`src/rtl/acl_first_match_with_audit_ring_assert.svh`:
```
// ----------------------------------------------------------------------------
// Assertion macros for the access list with audit ring
// Shared property wrappers, clocked on clk and disabled during reset.
// ----------------------------------------------------------------------------
`ifndef ACL_FIRST_MATCH_WITH_AUDIT_RING_ASSERT_SVH
`define ACL_FIRST_MATCH_WITH_AUDIT_RING_ASSERT_SVH

// Condition and consequence in the same cycle.
`define ACL_ASSERT_NOW(label, ante, cons, msg) \
	label: assert property (@(posedge clk) disable iff (!arst_n) (ante) |-> (cons)) \
		else $error(msg);

// Consequence in the cycle after the condition.
`define ACL_ASSERT_NEXT(label, ante, cons, msg) \
	label: assert property (@(posedge clk) disable iff (!arst_n) (ante) |=> (cons)) \
		else $error(msg);

`endif

```
`src/rtl/aclfm_ram.sv`:
```
// ----------------------------------------------------------------------------
// aclfm_ram
// Simple dual-port RAM: one write port, one read port with registered data.
// ----------------------------------------------------------------------------
module aclfm_ram #(
	parameter int WIDTH = 8,
	parameter int DEPTH = 16,
	localparam int AW = (DEPTH > 1) ? $clog2(DEPTH) : 1
) (
	input  logic             clk,
	input  logic             we,
	input  logic [AW-1:0]    waddr,
	input  logic [WIDTH-1:0] wdata,
	input  logic [AW-1:0]    raddr,
	output logic [WIDTH-1:0] rdata
);

	logic [WIDTH-1:0] mem [DEPTH];
	logic [WIDTH-1:0] rdata_q;

	always_ff @(posedge clk) begin
		if (we) begin
			mem[waddr] <= wdata;
		end
		rdata_q <= mem[raddr];
	end

	assign rdata = rdata_q;

endmodule
```
`config.mk`:
```
export PLATFORM = sky130hd
export DESIGN_NAME = aclfm_ram
export DESIGN_NICKNAME = d
export VERILOG_FILES = /design/src/rtl/acl_first_match_with_audit_ring_assert.svh /design/src/rtl/aclfm_ram.sv
export SDC_FILE = /design/constraint.sdc
export NUM_CORES = 1
export LEC_CHECK = 0
export BUFFER_PORTS_ARGS = -buffer_cell sky130_fd_sc_hd__buf_2
export CAP_MARGIN = 20
export CELL_PAD_IN_SITES_DETAIL_PLACEMENT = 0
export CELL_PAD_IN_SITES_GLOBAL_PLACEMENT = 1
export CORE_MARGIN = 8
export CORE_UTILIZATION = 42
export CTS_BUF_LIST = sky130_fd_sc_hd__clkbuf_4
export DETAILED_ROUTE_END_ITERATION = 12
export GPL_TIMING_DRIVEN = 0
export PLACE_DENSITY_LB_ADDON = 0.1
export SETUP_SLACK_MARGIN = 0.2
export SYNTH_ARGS = -nofsm -noshare
export SYNTH_HDL_FRONTEND = slang
export SYNTH_SLANG_ARGS = --single-unit
```
`constraint.sdc`:
```
create_clock -name clk -period 1.6 [get_ports clk]
set_input_delay 0.16 -clock clk [delete_from_list [all_inputs] [get_ports clk]]
set_output_delay 0.16 -clock clk [all_outputs]
set_load 0.1 [all_outputs]
```
==> results of run 1 <==
## synthesized netlist by cell type (all sizes together)
library cell	n	area, µm²
nor3	4	20.02
or3b	1	8.760
and2b	1	7.510
nand2b	2	12.51
buf	7	56.30
nor2	13	48.80
edfxtp	128	3844
nand3b	2	15.01
nor2b	1	6.260
a22oi	16	120.1
mux4	32	773.2
clkdlybuf4s25	3	30.03
nand3	1	5.000
dfxtp	8	160.2
and2	1	6.260
nand2	9	33.78
## per-layer routing
| layer | share of wire | vias up | wire, µm |
|---|---|---|---|
| met5 | 0 | - | 0 |
| met4 | 0.014 | 0 | 142 |
| met3 | 0.045 | 12 | 469 |
| met2 | 0.47 | 61 | 4823 |
| met1 | 0.48 | 1253 | 4936 |
| li1 | - | 1078 | - |
## repair_timing
| action | in CTS | in global routing |
|---|---|---|
| resized for setup | 9 | 7 |
| setup buffers | 0 | 0 |
| hold buffers | 4 | 2 |
| cloned | 0 | 0 |
| setup endpoints to repair | 9 | 6 |
| hold endpoints to repair | 26 | 2 |
| pin swaps | 0 | 1 |
## cell families (layout without fill, tap and decap cells)
kind of cell,count (synthesis),in the layout,synth area share
flip-flops,136,136,0.7778
AND/OR/NAND/NOR,35,35,0.03184
multiplexers,32,32,0.1502
AO/OA/AOI/OAI,16,16,0.02334
buffers and inverters,10,75,0.01677
## sequential cells by signal, summed over array words and instances (netlist names)
signal and cells:
mem 128, rdata 8
## area by class of cell
class,count,area share
Sequential cell,136,0.6908
Clock inverter,8,0.005829
Buffer,10,0.01490
Tap cell,147,0.03174
Timing Repair Buffer,33,0.03843
Clock buffer,24,0.03109
Multi-Input combinational cell,83,0.1872
## report_power, final
group	internal, µW	switching (µW)	leakage [µW]
Clock	702	1120	0.000130
Combinational	188	406	0.000557
Sequential	3980	18.0	0.00122
Total	4870	1540	0.00191
## through the flow
| step | cell area, µm² | hold slack (ns) |
|---|---|---|
| 2_1_floorplan | 5152 | 0.2589 |
| 3_3_place_gp | 5456 | 0.5677 |
| 3_5_place_dp | 5479 | 0.5866 |
| 4_1_cts | 5758 | 0.001013 |
| 5_1_grt | 5796 | 0.001674 |
| 6_report | 5796 | 0.03445 |
## cell usage in the layout (no fill, tap or decap), types with 2 or more instances in the layout
cell / instances
nand2_1: 9
nand2b_1: 2
clkinv_1: 5
a22oi_2: 6
edfxtp_1: 128
nand3b_1: 2
clkbuf_4: 24
mux4_2: 20
dlygate4sd3_1: 6
buf_2: 19
buf_6: 3
a22oi_1: 10
clkdlybuf4s25_2: 3
dfxtp_1: 8
buf_4: 12
nor3_1: 3
clkinv_2: 3
mux4_1: 12
nor2_1: 13
## worst paths after layout
| path | end | start | slack, ns | depth (start not counted) |
|---|---|---|---|---|
| worst max-delay path | rdata[5] | mem[9][5] | 0.27 | 3 |
| worst min-delay path | mem[15][1] | wdata[1] | 0.03 | 1 |
| worst max register to register | rdata[5] | mem[9][5] | 0.27 | 3 |
| worst min register to register | rdata[2] | mem[11][2] | 0.69 | 3 |
==> qor.yml, run 1 <==
fin_cells: 441
fin_crit_sh: 0.8309
path_buf_inv: 0
yosys_warnings: 0
clk_pin_slew_ns: 0.11
synth.distinct_cells: 19
use_met2: 0.2053
fillerInstances: 1006
setup_ws_ns: 0.2706
min_period_ns: 1.329
start_kind: "register"
cts_buffer_depth: 2
num-nets-final: 299
drt_pre_antenna_iters: 4
clkLatencyLatePin_ns: 0.53
drive_gt1_frac: 0.3129
start_util: 0.4285
leakagePower_uw: 0.001910
crit_chain: "mux4_1, a22oi_2, nand2_1"
grt_pass1_wl_um: 15280
cp_max_fo: 1
htree_levels: 4
netlist_area_um2: 5147
criticalPathCategory: "reg2reg"
dp_slack_ns: -0.2891
use_met1: 0.1807
status: "completed"
die_height_um: 126.7
tns_ns: 0
fin_skew_ns: 0.01185
initialDrtViolationCount: 162
grt_overflow: 0
num_antenna_cells: 0
antenna_found_initial: 0
fmax_mhz: 752.2
drv_slew: 0
num_vias: 2404
cts.sinks: 136
total_power_uw: 6405
die_x_um: 126.7
slowest_delay_ns: 0.52
tightest_slew_ns: 0.8439
syn_nets: 247
ios: 26
dpl.hpwl_um: 6623
arrival_ns: 1.76
p_per_area_nw_per_um2: 1105
cpLargestDelayFamily: "multiplexers"
cap_violations: 0
critical-path-slowest-cell: "mux4_1"
track_usage: 0.1368
port_buffers: 24
hold_class: "in2reg"
cts_buffers: 17
max-slew-margin-rel: 0.4353
syn_area_per_cell_um2: 22.48
ir_drop_uv: 526.4
syn_inst: 229
drt_wl_total_um: 10370
area_growth_syn_to_layout_pct: 12.59
seq_area_frac_synth: 0.7778
dpl.cell_count: 403
top_usage_layer: "met2"
row_count: 40
worstPathRequired_ns: 2.03
drcViolationCount: 0
final_hold_viol_count: 0
root_buffer: "clkbuf_4"
antenna_left: 0
grt_pass1_vias: 2455
postLayoutCoreUtil: 0.4825
gp_congestion: 0.6518
grt_max_degree: 17
cp-end-kind: "register"
synth-seq-cells: 136
multiInputGateArea_um2: 1085
via_per_inst: 5.451
seqCellArea_um2: 4004
routedWlPerCell_um: 23.52
cts_tree: "built"
rsz0062_at_grt: "true"
setup_violations: 0
core-area_um2: 12010
die-area_um2: 16050
grtUsageMet3: 0.03729
(Power assumes the default switching activity.)
==> run 2, diff against run 1 <==
--- a/config.mk
+++ b/config.mk
@@ -5,6 +5,7 @@
 export SDC_FILE = /design/constraint.sdc
 export NUM_CORES = 1
 export LEC_CHECK = 0
+export ABC_AREA = 1
 export BUFFER_PORTS_ARGS = -buffer_cell sky130_fd_sc_hd__buf_2
 export CAP_MARGIN = 20
 export CELL_PAD_IN_SITES_DETAIL_PLACEMENT = 0
==> constraint.sdc (replaced) <==
create_clock -name clk -period 1.3 [get_ports clk]
set_input_delay 0.13 -clock clk [delete_from_list [all_inputs] [get_ports clk]]
set_output_delay 0.13 -clock clk [all_outputs]
set_load 0.1 [all_outputs]
==> run 2 against run 1 <==
  * Sequential power up 24%
  * First-iteration DRC count up 110%
  * Highest routed layer unchanged
  * Synthesized cell count up 140%
  * Non-clock buffer count up 12
  * Cell area up 14%
  * Worst hold slack better by 0.0076 ns
  * Critical endpoint is now rdata[7]
  * Largest power group unchanged
  * Register-to-register slack about the same
==> qor.yml, run 2 <==
cp-end-kind: "output pin"
synth_common_cells: "173 x nand2_1, 128 x edfxtp_1, 100 x inv_1"
die-area_um2: 17740  # +10%
num_vias: 3830  # +59%
p_per_area_nw_per_um2: 1314  # +19%
postLayoutCoreUtil: 0.4854  # +0.002851
die_x_um: 133.2  # +5.1%
fin_cells: 795  # +80%
yosys_warnings: 0  # unchanged
critical-path-slowest-cell: "dfxtp_2"
yosysTopAreaCell: "edfxtp_1"
row_count: 43  # +7.5%
hold_path.startpoint: "wdata[7]"
htree_levels: 4  # unchanged
ys.flop_type: "edfxtp_1"
arrival_ns: 1.08  # -0.68 ns
dpl.cell_count: 753  # +87%
synth.distinct_cells: 12  # -7
clkLatencyLatePin_ns: 0.55  # +0.02 ns
ir_drop_uv: 645.6  # +23%
netlist_top_cells_area: "edfxtp_1 67%, nand2_1 11%, nand3_1 8.4%"
postCtsSetupRepairBufs: 0  # unchanged
gp_congestion: 0.7723  # +18%
antenna_found_initial: 1  # +1
start_util: 0.4220  # -0.006549
worstPathRequired_ns: 1.17  # -0.86 ns
min_period_ns: 1.210
synthMostInstantiatedCell: "nand2_1"
cts.sinks: 136  # unchanged
critPathLaunch: "rdata[7]"
cts_tree: "built"
r2r_setup_slack_ns: 0.26  # about the same
syn_nets: 569  # +130%
initialDrtViolationCount: 334  # +110%
synth-seq-cells: 136  # unchanged
net-switching-power_uw: 2186  # +42%
via_per_inst: 4.818  # -12%
slowest_delay_ns: 0.36  # -0.16 ns
track_usage: 0.1790  # +0.04218
cap_violations: 0  # unchanged
drcViolationCount: 0  # unchanged
fmax_mhz: 826.7
drv_slew: 0  # unchanged
setup_violations: 0  # unchanged
largest_register: "mem"
grt_pass1_wl_um: 22740  # +49%
multiInputGateArea_um2: 1244  # +15%
cpLargestDelayFamily: "flip-flops"
area_growth_syn_to_layout_pct: 15.01
path_buf_inv: 1  # +1
final_common_cell: "nand2_1"
status: "completed"
largest_reg_flops: 128  # unchanged
seqCellArea_um2: 4014  # +0.25%
worst_hold_slack_ns: 0.04201  # +0.007552 ns
criticalPathCategory: "reg2out"
crit_chain: "buf_12"
grt_max_degree: 17  # unchanged
async_flop_share: 0  # unchanged
fillerInstances: 1291  # +28%
routedWlPerCell_um: 18.94  # -19%
seq_area_frac_synth: 0.6943  # -0.08354
clk_pin_slew_ns: 0.11  # about the same
dpl.hpwl_um: 9789  # +48%
antenna_left: 0  # unchanged
ios: 26  # unchanged
root_buffer: "clkbuf_4"
netlist_area_um2: 5767  # +12%
tightest_slew_ns: 0.9624  # +0.1185 ns
syn_area_per_cell_um2: 10.47  # -53%
leakagePower_uw: 0.002858  # +50%
cts_buffer_depth: 2  # unchanged
internal_power_uw: 6526  # +34%
synth_top_area_frac: 0.6665  # -0.08020
drt_wl_total_um: 15060  # +45%
grt_pass1_vias: 3697  # +51%
synth_enable_flop_cells: 128  # unchanged
max-slew-margin-rel: 0.3560  # -0.07932
cts_buffers: 17  # unchanged
combPwrFrac: 0.112  # +0.019
grt_overflow: 0  # unchanged
rsz0062_at_grt: "true"
port_buffers: 22  # -8.3%
core-area_um2: 13670  # +14%
drive_gt1_frac: 0.1482  # -0.1647
cp_max_fo: 1  # unchanged
die_height_um: 133.2  # +5.1%
final_hold_viol_count: 0  # unchanged
pwr-share-seq: 0.567  # -0.057
r2r_start: "mem[10][4]"
swShare: 0.2509  # +0.01066
final_cell_mix: "173 x nand2_1, 128 x edfxtp_1, 100 x inv_1"
power_frac_clock: 0.321  # +0.037
syn_inst: 551  # +140%
dp_slack_ns: -0.4161  # -0.1270 ns
num-nets-final: 619  # +110%
fin_skew_ns: 0.01110  # -0.0007464 ns
drt_pre_antenna_iters: 5  # +1
fin_crit_sh: 0.9304
start_kind: "register"
hold_class: "in2reg"
setup_ws_ns: 0.09042  # -0.1802 ns
==> run 2: cell count changes after synthesis, moves of 4 or more <==
cell,change
nand2_1,+164
inv_1,+100
nand3_1,+96
mux4_2,-18
a22oi_1,-16
mux4_1,-14
buf_2,+10
nor2_1,+4
nor3_1,-4
==> run 2: cell families (layout without fill, tap and decap cells) <==
| group | Yosys count | count (layout) | share of synthesized area |
|---|---|---|---|
| AND/OR/NAND/NOR | 289 | 289 | 0.2105 |
| flip-flops | 136 | 136 | 0.6943 |
| buffers and inverters | 126 | 189 | 0.09525 |
| other | 0 | 1 | 0 |
==> run 2: cell type report <==
cell class / instances / share of cell area
clock inverter: 13 / 0.02037
buffer: 24 / 0.02509
sequential: 136 / 0.6052
clock buffer: 19 / 0.02151
tap: 180 / 0.03396
multi-input combinational: 289 / 0.1875
inverter: 102 / 0.05772
timing repair buffer: 31 / 0.04829
antenna: 1 / 0.0003773
==> run 2: metrics by stage <==
step / cell area, µm² / power (µW) / setup TNS, ns
after floorplan: 5767 / 5571 / 0
after global placement: 6102 / 5871 / -29.62
after detailed placement: 6102 / 5878 / -32.12
after CTS: 6603 / 8764 / 0
after global routing: 6633 / 9012 / 0
final: 6633 / 8712 / 0
==> run 2: metal layers <==
layer	up-vias	wire, µm	GRT usage
met4	0	280	0.06800
li1	1877	-	-
met3	22	1018	0.04443
met1	1797	6631	0.2337
met5	-	0	0
met2	134	7128	0.2823
==> run 2: power groups by stage <==
| stage | sequential (µW) | clock (µW) | combinational [µW] |
|---|---|---|---|
| floorplan | 5220 | 0 | 346 |
| global placement | 5010 | 0 | 857 |
| global route | 4950 | 3010 | 1050 |
| CTS | 4940 | 2850 | 973 |
| detailed placement | 5020 | 0 | 860 |
| finish | 4940 | 2800 | 972 |
==> run 2: path summary, 6_finish.rpt <==
kind / end / depth (start not counted)
max: rdata[7] / 1
min: mem[6][7] / 1
max reg2reg: rdata[4] / 6
min reg2reg: rdata[7] / 6
==> run 2: worst reg2reg max path, delay by kind of cell, from the launching register on <==
family,cells,cell delay (ns)
buffers and inverters,1,0.06
flip-flops,1,0.37
AND/OR/NAND/NOR,5,0.52
==> run 2: repair_timing <==
| action | in CTS | in global routing |
|---|---|---|
| hold buffers | 9 | 0 |
| pin swaps | 0 | 0 |
| resized for setup | 41 | 7 |
| setup endpoints to repair | 14 | 35 |
| cloned | 0 | 0 |
| hold endpoints to repair | 103 | 0 |
